### src/serial_adc_read_sequencer_top_macros.svh
// Assertion helpers used by the sequencer top module.
`ifndef SERIAL_ADC_READ_SEQUENCER_TOP_MACROS_SVH
`define SERIAL_ADC_READ_SEQUENCER_TOP_MACROS_SVH

// Same-cycle implication, checked outside reset.
`define SARS_ASSERT_NOW(label, clk, rst_n, ante, cons) \
    label: assert property (@(posedge clk) disable iff (!rst_n) (ante) |-> (cons)) \
        else $error("sequencer check failed");

// Next-cycle implication, checked outside reset.
`define SARS_ASSERT_NEXT(label, clk, rst_n, ante, cons) \
    label: assert property (@(posedge clk) disable iff (!rst_n) (ante) |=> (cons)) \
        else $error("sequencer check failed");

`endif

### src/sars_pkg.sv
package sars_pkg;

    localparam logic [7:0] HALF_PERIOD_RESET = 8'd4;
    localparam logic [4:0] TOTAL_CYCLES      = 5'd25;
    localparam logic [4:0] FIRST_DATA_CYCLE  = 5'd9;
    localparam logic [4:0] LAST_DATA_CYCLE   = 5'd20;
    localparam int         SAMPLE_W          = 12;

    localparam logic [7:0] CMD_CH0     = 8'h94;
    localparam logic [7:0] CMD_CH1     = 8'hD4;
    localparam logic [7:0] CMD_CH2     = 8'hA4;
    localparam logic [7:0] CMD_CH3     = 8'hE4;
    localparam logic [7:0] CMD_DEFAULT = 8'h90;

    typedef struct packed {
        logic       start_req;
        logic [2:0] channel;
        logic       miso;
    } item_t;

    typedef struct packed {
        logic                sclk;
        logic                mosi;
        logic                cs_n;
        logic                busy_res;
        logic                sample_valid;
        logic [SAMPLE_W-1:0] sample;
    } result_t;

    typedef struct packed {
        logic       active;
        logic [4:0] clock_index;
        logic       clock_level;
    } status_t;

    function automatic logic [7:0] command_for(input logic [2:0] chan);
        logic [7:0] cmd;
        begin
            case (chan)
                3'd0:    cmd = CMD_CH0;
                3'd1:    cmd = CMD_CH1;
                3'd2:    cmd = CMD_CH2;
                3'd3:    cmd = CMD_CH3;
                default: cmd = CMD_DEFAULT;
            endcase
            return cmd;
        end
    endfunction

endpackage

### src/sars_in_stage.sv
module sars_in_stage
(
    input  logic                 clk,
    input  logic                 rst_n,
    input  logic                 in_valid,
    output logic                 in_ready,
    input  logic                 start_req,
    input  logic [2:0]           channel,
    input  logic                 miso,
    input  logic                 advance,
    output logic                 item_valid,
    output sars_pkg::item_t      item
);

    logic            valid_reg;
    logic            valid_next;
    sars_pkg::item_t item_reg;

    // The stage can refill in the same cycle its beat moves on.
    assign in_ready   = !valid_reg || advance;
    assign valid_next = (in_valid && in_ready) ? 1'b1 : (advance ? 1'b0 : valid_reg);

    always_ff @(posedge clk or negedge rst_n)
    begin
        if (!rst_n)
        begin
            valid_reg <= 1'b0;
        end
        else
        begin
            valid_reg <= valid_next;
        end
    end

    always_ff @(posedge clk)
    begin
        if (in_valid && in_ready)
        begin
            item_reg.start_req <= start_req;
            item_reg.channel   <= channel;
            item_reg.miso      <= miso;
        end
    end

    assign item_valid = valid_reg;
    assign item       = item_reg;

endmodule

### src/sars_core.sv
module sars_core
(
    input  logic                 clk,
    input  logic                 rst_n,
    input  logic                 cfg_wr_en,
    input  logic [7:0]           cfg_wr_data,
    input  logic                 step_en,
    input  sars_pkg::item_t      item,
    output sars_pkg::result_t    result,
    output sars_pkg::status_t    status
);

    logic [7:0]  half_period_reg;
    logic        active_reg;
    logic        active_next;
    logic [4:0]  clock_index_reg;
    logic [4:0]  clock_index_next;
    logic        clock_level_reg;
    logic        clock_level_next;
    logic [7:0]  tick_count_reg;
    logic [7:0]  tick_count_next;
    logic [7:0]  command_shift_reg;
    logic [7:0]  command_shift_next;
    logic [11:0] sample_shift_reg;
    logic [11:0] sample_shift_next;

    logic [7:0]  half_period;
    logic [8:0]  tick_inc;
    logic [4:0]  index_inc;
    logic        finished;
    logic [11:0] finished_sample;

    always_comb
    begin
        half_period        = (half_period_reg == 8'd0) ? 8'd1 : half_period_reg;
        tick_inc           = {1'b0, tick_count_reg} + 9'd1;
        index_inc          = clock_index_reg + 5'd1;
        active_next        = active_reg;
        clock_index_next   = clock_index_reg;
        clock_level_next   = clock_level_reg;
        tick_count_next    = tick_count_reg;
        command_shift_next = command_shift_reg;
        sample_shift_next  = sample_shift_reg;
        finished           = 1'b0;
        finished_sample    = 12'd0;

        if (!active_reg)
        begin
            if (item.start_req)
            begin
                active_next        = 1'b1;
                clock_index_next   = 5'd0;
                clock_level_next   = 1'b0;
                tick_count_next    = 8'd0;
                command_shift_next = sars_pkg::command_for(item.channel);
                sample_shift_next  = 12'd0;
            end
        end
        else if (tick_inc >= {1'b0, half_period})
        begin
            tick_count_next = 8'd0;
            if (!clock_level_reg)
            begin
                // Rising edge: data cycles capture this tick's miso level.
                clock_level_next = 1'b1;
                if (clock_index_reg >= sars_pkg::FIRST_DATA_CYCLE &&
                    clock_index_reg <= sars_pkg::LAST_DATA_CYCLE)
                begin
                    sample_shift_next = {sample_shift_reg[10:0], item.miso};
                end
            end
            else
            begin
                clock_level_next   = 1'b0;
                clock_index_next   = index_inc;
                command_shift_next = {command_shift_reg[6:0], 1'b0};
                if (index_inc >= sars_pkg::TOTAL_CYCLES)
                begin
                    finished           = 1'b1;
                    finished_sample    = sample_shift_reg;
                    active_next        = 1'b0;
                    clock_index_next   = 5'd0;
                    command_shift_next = 8'd0;
                end
            end
        end
        else
        begin
            tick_count_next = tick_inc[7:0];
        end

        result.sclk         = active_next & clock_level_next;
        result.mosi         = active_next & command_shift_next[7];
        result.cs_n         = ~active_next;
        result.busy_res     = active_next;
        result.sample_valid = finished;
        result.sample       = finished_sample;
    end

    always_ff @(posedge clk or negedge rst_n)
    begin
        if (!rst_n)
        begin
            half_period_reg <= sars_pkg::HALF_PERIOD_RESET;
        end
        else if (cfg_wr_en)
        begin
            half_period_reg <= cfg_wr_data;
        end
    end

    always_ff @(posedge clk or negedge rst_n)
    begin
        if (!rst_n)
        begin
            active_reg        <= 1'b0;
            clock_index_reg   <= 5'd0;
            clock_level_reg   <= 1'b0;
            tick_count_reg    <= 8'd0;
            command_shift_reg <= 8'd0;
            sample_shift_reg  <= 12'd0;
        end
        else if (step_en)
        begin
            active_reg        <= active_next;
            clock_index_reg   <= clock_index_next;
            clock_level_reg   <= clock_level_next;
            tick_count_reg    <= tick_count_next;
            command_shift_reg <= command_shift_next;
            sample_shift_reg  <= sample_shift_next;
        end
    end

    assign status.active      = active_reg;
    assign status.clock_index = clock_index_reg;
    assign status.clock_level = clock_level_reg;

endmodule

### src/serial_adc_read_sequencer_top.sv
// Channel | Handshake            | Beat contents
// in      | in_valid / in_ready   | start_req, channel, miso (one tick)
// out     | out_valid / out_ready | sclk, mosi, cs_n, busy_res, sample_valid, sample
// cfg     | cfg_wr_en             | cfg_wr_data (half period in ticks)
// One beat in and one beat out per clock when both sides keep moving.
// The path has two registers: an input register, then the sequencer step into the output register.
// Reset puts the sequencer idle and the half period at four ticks.
// A stalled output holds its beat; the input register then fills and in_ready drops.
`include "serial_adc_read_sequencer_top_macros.svh"

module serial_adc_read_sequencer_top
(
    input  logic        clk,
    input  logic        rst_n,
    input  logic        cfg_wr_en,
    input  logic [7:0]  cfg_wr_data,
    input  logic        in_valid,
    output logic        in_ready,
    input  logic        start_req,
    input  logic [2:0]  channel,
    input  logic        miso,
    output logic        out_valid,
    input  logic        out_ready,
    output logic        sclk,
    output logic        mosi,
    output logic        cs_n,
    output logic        busy_res,
    output logic        sample_valid,
    output logic [11:0] sample
);

    logic                item_valid;
    sars_pkg::item_t     item;
    sars_pkg::result_t   step_result;
    sars_pkg::status_t   status;
    logic                advance;
    logic                out_valid_reg;
    logic                out_valid_next;
    sars_pkg::result_t   result_reg;

    assign advance        = item_valid && (!out_valid_reg || out_ready);
    assign out_valid_next = advance ? 1'b1 : (out_ready ? 1'b0 : out_valid_reg);

    sars_in_stage u_in_stage
    (
        .clk        (clk),
        .rst_n      (rst_n),
        .in_valid   (in_valid),
        .in_ready   (in_ready),
        .start_req  (start_req),
        .channel    (channel),
        .miso       (miso),
        .advance    (advance),
        .item_valid (item_valid),
        .item       (item)
    );

    sars_core u_core
    (
        .clk         (clk),
        .rst_n       (rst_n),
        .cfg_wr_en   (cfg_wr_en),
        .cfg_wr_data (cfg_wr_data),
        .step_en     (advance),
        .item        (item),
        .result      (step_result),
        .status      (status)
    );

    always_ff @(posedge clk or negedge rst_n)
    begin
        if (!rst_n)
        begin
            out_valid_reg <= 1'b0;
        end
        else
        begin
            out_valid_reg <= out_valid_next;
        end
    end

    always_ff @(posedge clk)
    begin
        if (advance)
        begin
            result_reg <= step_result;
        end
    end

    assign out_valid    = out_valid_reg;
    assign sclk         = result_reg.sclk;
    assign mosi         = result_reg.mosi;
    assign cs_n         = result_reg.cs_n;
    assign busy_res     = result_reg.busy_res;
    assign sample_valid = result_reg.sample_valid;
    assign sample       = result_reg.sample;

    // A finishing beat always shows the pins back at idle.
    `SARS_ASSERT_NOW(a_finish_idle, clk, rst_n, out_valid && sample_valid,
                     cs_n && !busy_res && !sclk && !mosi)
    // Idle sequencer keeps its clock counters parked.
    `SARS_ASSERT_NOW(a_idle_parked, clk, rst_n, !status.active,
                     status.clock_index == 5'd0 && !status.clock_level)
    // Input backpressure only comes from a stalled, full pipeline.
    `SARS_ASSERT_NOW(a_ready_cause, clk, rst_n, !in_ready,
                     item_valid && out_valid && !out_ready)
    // A step while the sequencer runs always reports busy or a finish.
    `SARS_ASSERT_NEXT(a_step_busy, clk, rst_n, advance && status.active,
                      busy_res || sample_valid)

endmodule

### config.mk
export PLATFORM = sky130hd
export DESIGN_NAME = serial_adc_read_sequencer_top
export DESIGN_NICKNAME = d
export VERILOG_FILES = /design/src/sars_pkg.sv /design/src/sars_in_stage.sv /design/src/sars_core.sv /design/src/serial_adc_read_sequencer_top.sv
export VERILOG_INCLUDE_DIRS = /design/src /design/src/src
export SDC_FILE = /design/constraint.sdc
export NUM_CORES = 1
export LEC_CHECK = 0
export ABC_AREA = 1
export BUFFER_PORTS_ARGS = -buffer_cell sky130_fd_sc_hd__buf_4
export CORE_MARGIN = 2
export CORE_UTILIZATION = 40
export DETAILED_ROUTE_END_ITERATION = 16
export GPL_TIMING_DRIVEN = 0
export PLACE_DENSITY = 0.59
export SLEW_MARGIN = 20
export SYNTH_ARGS = -nofsm -noshare
export SYNTH_HDL_FRONTEND = slang
export SYNTH_SLANG_ARGS = --single-unit
### constraint.sdc
create_clock -name clk -period 8.55 [get_ports clk]
set_input_delay 0.855 -clock clk [delete_from_list [all_inputs] [get_ports clk]]
set_output_delay 0.855 -clock clk [all_outputs]
set_load 0.01 [all_outputs]
==> reports/results.ini, run 1 <==
[synthesis]
synth-edff-count=22
yosys.area.top_type=dfrtp_1
synth_common_cells=96 x nand2_1, 55 x inv_1, 43 x dfrtp_1
synth_top_area_share_pct=31.42
synth_most_common_cell=nand2_1
syn_area_per_cell_sq_um=9.181
yosys_warnings=0
syn-num-nets=404
syn_inst=373
yosysSeqAreaShare_pct=51.48
ys_ff_latch=66
synthTopCellsByArea=dfrtp_1 31%, edfxtp_1 19%, nand2_1 11%
synth_area_sq_um=3425
synth-async-reset-ratio_pct=66.67
netlist-cell-type-count=33
synth_ff_type=dfrtp_1

[finish]
area_growth_pct=18.09
final_core_util_pct=48.97
nNetsFinal=451
diodes=0
drive_above_1_share_pct=22.35

[power_and_ir_drop]
p_total_mw=0.9613
p_int_mw=0.6381
p_sw_share_pct=33.63
p_sw_mw=0.3232
max-vdd-ir-drop_v=0.0001123
p_leak_nw=1.864
p_clk_share_pct=30.1
power_frac_seq_pct=43.0
p_comb_share_pct=26.8
power_density_nw_per_um2=237.7

[critical_path]
critPathLaunch=u_core.tick_count_reg[0]$_DFFE_PN0P_
cp.arrival_ns=3.18
startpoint_type=register
r2r_start=u_core.tick_count_reg[0]$_DFFE_PN0P_
required_ns=8.66
worstSetupPathType=register to register
crit_fanout=9
rrSetupSlack_ns=5.48
crit_path_end_kind=register

[clocking]
cts_buffer_depth=2
clk_pin_slew_worst_paths_ns=0.08
post_cts_resized=0
post-cts-setup-buffers=0
cts_tree=done
numCtsBuffers=9
clk_latency_ns=0.35
htree_levels=3
clkSinkCount=66
hold_buffers=0
cts_root_buf=clkbuf_8

[route]
drtIter0Drc=84
dr_wl_met2_microns=2895
topRoutingLayerUsed=met4
dr_wl_met3_microns=238
avgViaCountPerCell=4.749
ant_nets=0
vias=2517
routed_wl_microns=6511
wl_per_cell_microns=12.28
drt-met1-wl_microns=3299
dr.pass1.iters=4
route.detailed.drc=0

[floorplan]
rows=33
start_util_pct=41.47
dieArea_sq_um=9317
coreArea_sq_um=8258
die_h_microns=96.53
die_x_microns=96.53
ios=37

[timing]
setup_viol=0
fin_crit_sh_pct=35.90
max_slew.worst_pin.slew_ns=0.8036
skew_ns=0.01190
finalHoldViolations=0
rsz0062_at_grt=no
drv_slew=0
layout_min_cycle_time_ns=3.070
max_clock_freq_mhz=325.8
setup_tns_ns=0
timing.slew.headroom_pct=46.37

[hold_path]
hold_class=register to register
min_from=u_core.command_shift_reg[1]$_DFFE_PN0P_

[placed_design]
globalplace.congestion=0.8094
numPortBuffers=36
hpwl_microns=4605

[global_routing]
grt_max_degree=45
antenna_found_initial=0
grt_pass1_wl_microns=11030
grt_use_total_pct=15.51
grt_overflow=0
first_global_vias=2440

[job]
drv_cap=0

[run_status]
outcome=finished, final reports clean

[power by group through the flow]
stage	clock (mW)	combinational, mW	sequential, mW
CTS	0.298	0.262	0.413
global route	0.308	0.299	0.421
finish	0.290	0.258	0.414
global placement	0	0.255	0.420
floorplan	0	0.181	0.418
detailed placement	0	0.260	0.420
[critical path: stages (launching register included)]
cell,delay [ns]
dfrtp_1,0.46
ha_1,0.23
nand2_2,0.08
nor2_4,0.16
nand3_1,0.10
xor2_1,0.25
inv_1,0.09
ha_1,0.34
a21o_1,0.17
nand3_2,0.07
nand2_2,0.07
nor2_4,0.18
nand3_4,0.18
ha_1,0.34
nand3_1,0.08
inv_1,0.05
[path summary, 6_finish.rpt]
check,cells after the start,endpoint
min in group asynchronous,1,u_core.tick_count_reg[7]$_DFFE_PN0P_
min reg2reg,2,u_core.command_shift_reg[1]$_DFFE_PN0P_
max reg2reg,15,sclk$_DFFE_PP_
max in group asynchronous,1,u_core.active_reg$_DFFE_PN0P_
min,2,u_core.command_shift_reg[1]$_DFFE_PN0P_
max,15,sclk$_DFFE_PP_
[per-layer routing]
layer | track usage (%) | vias up
met4 | 6.690 | 0
met2 | 24.02 | 37
met5 | 0 | -
met1 | 21.28 | 1172
li1 | - | 1303
met3 | 2.948 | 5
[through the flow]
stage          hold slack (ns)  cells  area (sq um)  worst slack (ns)
2_1_floorplan           0.4365    373          3425             5.772
3_3_place_gp            0.4564    514          3826             5.473
3_5_place_dp            0.4597    514          3826             5.470
4_1_cts                 0.4797    530          4044             5.463
5_1_grt                 0.5129    530          4044             5.231
6_report                0.4766    530          4044             5.480
[cells in the final DEF, fill, tap and decap left out, types with 3 or more instances in the layout]
master	netlist	layout
nor2_4	5	5
nand2_2	9	9
o21ai_0	25	25
nand2_1	96	96
nand4_1	6	6
nor2_1	29	29
ha_1	13	13
nand3_1	20	20
buf_4	2	38
nand3_4	4	4
o21ai_2	12	12
edfxtp_1	22	22
a21oi_1	3	3
dfrtp_1	43	43
clkbuf_8	0	9
xor2_1	4	4
inv_1	55	55
[area by class of cell]
type | count | area [sq um]
sequential | 66 | 1763
multi-input combinational | 243 | 1383
inverter | 55 | 206.4
tap | 105 | 131.4
clock inverter | 7 | 93.84
clock buffer | 9 | 123.9
fill | 817 | 4214
buffer | 9 | 72.57
timing repair buffer | 36 | 270.3
[logic make-up (layout without fill, tap and decap cells)]
logic type,Yosys count,count (layout),synth area share (%)
compound gates,50,50,9.536
xor+xnor,4,4,1.023
fa+ha+maj,13,13,4.750
buf+inv,64,116,8.148
flops,66,66,51.48
simple gates,176,176,25.06
Power figures use the tool's default switching activity.
==> run 2: changes to the inputs <==
--- a/config.mk
+++ b/config.mk
@@ -12,7 +12,7 @@
 export CORE_UTILIZATION = 40
 export DETAILED_ROUTE_END_ITERATION = 16
 export GPL_TIMING_DRIVEN = 0
-export PLACE_DENSITY = 0.59
+export PLACE_DENSITY = 0.61
 export SLEW_MARGIN = 20
 export SYNTH_ARGS = -nofsm -noshare
 export SYNTH_HDL_FRONTEND = slang
==> constraint.sdc (replaced) <==
create_clock -name clk -period 2.6 [get_ports clk]
set_input_delay 0.26 -clock clk [delete_from_list [all_inputs] [get_ports clk]]
set_output_delay 0.26 -clock clk [all_outputs]
set_load 0.01 [all_outputs]
==> run 2 against run 1 <==
Compared with the run above:
- first-iteration DRC count grew 43%
- register-to-register slack worse by 5.5 ns
- design area is 9.7% higher
- sequential share of layout area is 3.8 points lower
- flip-flop and latch count unchanged
- hold slack lost 0.39 ns
- global-route usage is 0.65 points higher
- utilization grew 4.7 points
==> reports/results.ini, run 2 (synthesis results as in run 1) <==
[floorplan]
dieArea_sq_um=9317
start_util_pct=41.47
coreArea_sq_um=8258
die_x_microns=96.53
ios=37
rows=33
die_h_microns=96.53

[placed_design]
hpwl_microns=4720
placement.setup.worst_slack_ns=-0.2928
numPortBuffers=36
globalplace.congestion=0.7565

[clocking]
htree_levels=3
cts_root_buf=clkbuf_8
numCtsBuffers=9
clkSinkCount=66
cts_tree=done
cts_buffer_depth=2
clk_latency_ns=0.35
clk_pin_slew_worst_paths_ns=0.08

[route]
routed_wl_microns=7168
avgViaCountPerCell=4.827
route.detailed.drc=0
vias=2650
drtIter0Drc=120
ant_nets=0
dr.pass1.iters=4
wl_per_cell_microns=13.06

[job]
drv_cap=0

[hold_path]
holdPathStages=1
hold_class=input pin to register

[critical_path]
cp.arrival_ns=2.85
path_depth=15
crit_slowest_cell=dfrtp_1
required_ns=2.88
worstSetupPathType=register to register
crit_top_cell=nor2_4
startpoint_type=register
rrSetupSlack_ns=0.03
crit_path_end_kind=register
crit_path_max_incr_delay_ns=0.41
path_cells=ha_2, nand2_2, nor2_4, xor2_1, inv_1, ha_4, a21o_1, nor2_2, nor2_2, nor2_4, nand3_4, buf_6, nor2_4, nand2_4, o21ai_2
cp_num_buf_inv=2
crit_fanout=5
reg2reg_depth=15
crit_family=simple AND/OR/NAND/NOR gates

[power_and_ir_drop]
power_density_nw_per_um2=759.2
max-vdd-ir-drop_v=0.0003130
p_total_mw=3.368
p_int_mw=2.220
p_sw_mw=1.148
p_clk_share_pct=27.8
p_sw_share_pct=34.09
p_comb_share_pct=31.7
p_leak_nw=2.008
power_frac_seq_pct=40.5

[global_routing]
first_global_vias=2438
grt_overflow=0
grt_use_total_pct=16.16
antenna_found_initial=0
grt_max_degree=45
grt_pass1_wl_microns=11470

[timing]
drv_slew=0
max_clock_freq_mhz=388.6
setup_slack_ns=0.02654
fin_crit_sh_pct=98.98
timing.slew.headroom_pct=42.49
rsz0062_at_grt=yes
layout_min_cycle_time_ns=2.573
skew_ns=0.008108
setup_viol=0
max_slew.worst_pin.slew_ns=0.8617
finalHoldViolations=0

[finish]
area_growth_pct=29.52
diodes=0
final_common_cell=nand2_1
final_cell_mix=87 x nand2_1, 54 x inv_1, 50 x buf_4
fill_cells=754
drive_above_1_share_pct=32.66
nNetsFinal=470

[run_status]
outcome=finished, final reports clean

-- run 2: routing by layer --
layer | wire length, microns | global-route usage (%)
met1 | 3381 | 22.55
met5 | 0 | 0
met4 | 125 | 7.512
met2 | 3374 | 24.25
met3 | 286 | 3.181
-- run 2: through the flow --
stage	TNS (ns)	instance area, sq um	utilization [%]	hold WS (ns)	instances
global route	-3.448	4436	53.71	0.07657	549
finish	0	4436	53.71	0.08673	549
CTS	-0.01916	4169	50.48	0.07089	538
global placement	-8.868	3884	47.03	0.3086	514
floorplan	-0.01993	3482	-	-0.03559	373
detailed placement	-8.630	3884	47.03	0.3032	514
-- run 2: cell type report --
class	count	area [sq um]	area share [%]
timing repair buffer	55	456.7	10.30
inverter	55	206.4	4.654
sequential	66	1764	39.77
clock inverter	6	81.33	1.834
buffer	9	83.83	1.890
multi-input combinational	243	1584	35.71
clock buffer	10	127.6	2.877
tap	105	131.4	2.962
-- run 2: what timing repair did --
action,4_1_cts,5_1_grt
pin swaps,8,14
cloned,0,1
resized for setup,4,47
setup endpoints to repair,49,49
hold endpoints to repair,43,0
buffers inserted,7,10
hold buffers,1,0
-- run 2: power by group through the flow --
stage	clock network (mW)	logic (mW)	registers, mW
floorplan	0	0.608	1.38
global placement	0	0.856	1.38
detailed placement	0	0.875	1.38
CTS	0.959	0.923	1.36
global route	0.997	1.19	1.39
finish	0.937	1.07	1.36
-- run 2: final timing paths --
check,startpoint,end
max,u_core.tick_count_reg[1]$_DFFE_PN0P_,u_core.tick_count_reg[0]$_DFFE_PN0P_
min reg2reg,u_core.command_shift_reg[1]$_DFFE_PN0P_,u_core.command_shift_reg[1]$_DFFE_PN0P_
max reg2reg,u_core.tick_count_reg[1]$_DFFE_PN0P_,u_core.tick_count_reg[0]$_DFFE_PN0P_
min,miso,u_in_stage.item[0]$_DFFE_PP_
min in group asynchronous,rst_n,u_core.half_period_reg[6]$_DFFE_PN0P_
max in group asynchronous,rst_n,u_core.tick_count_reg[0]$_DFFE_PN0P_
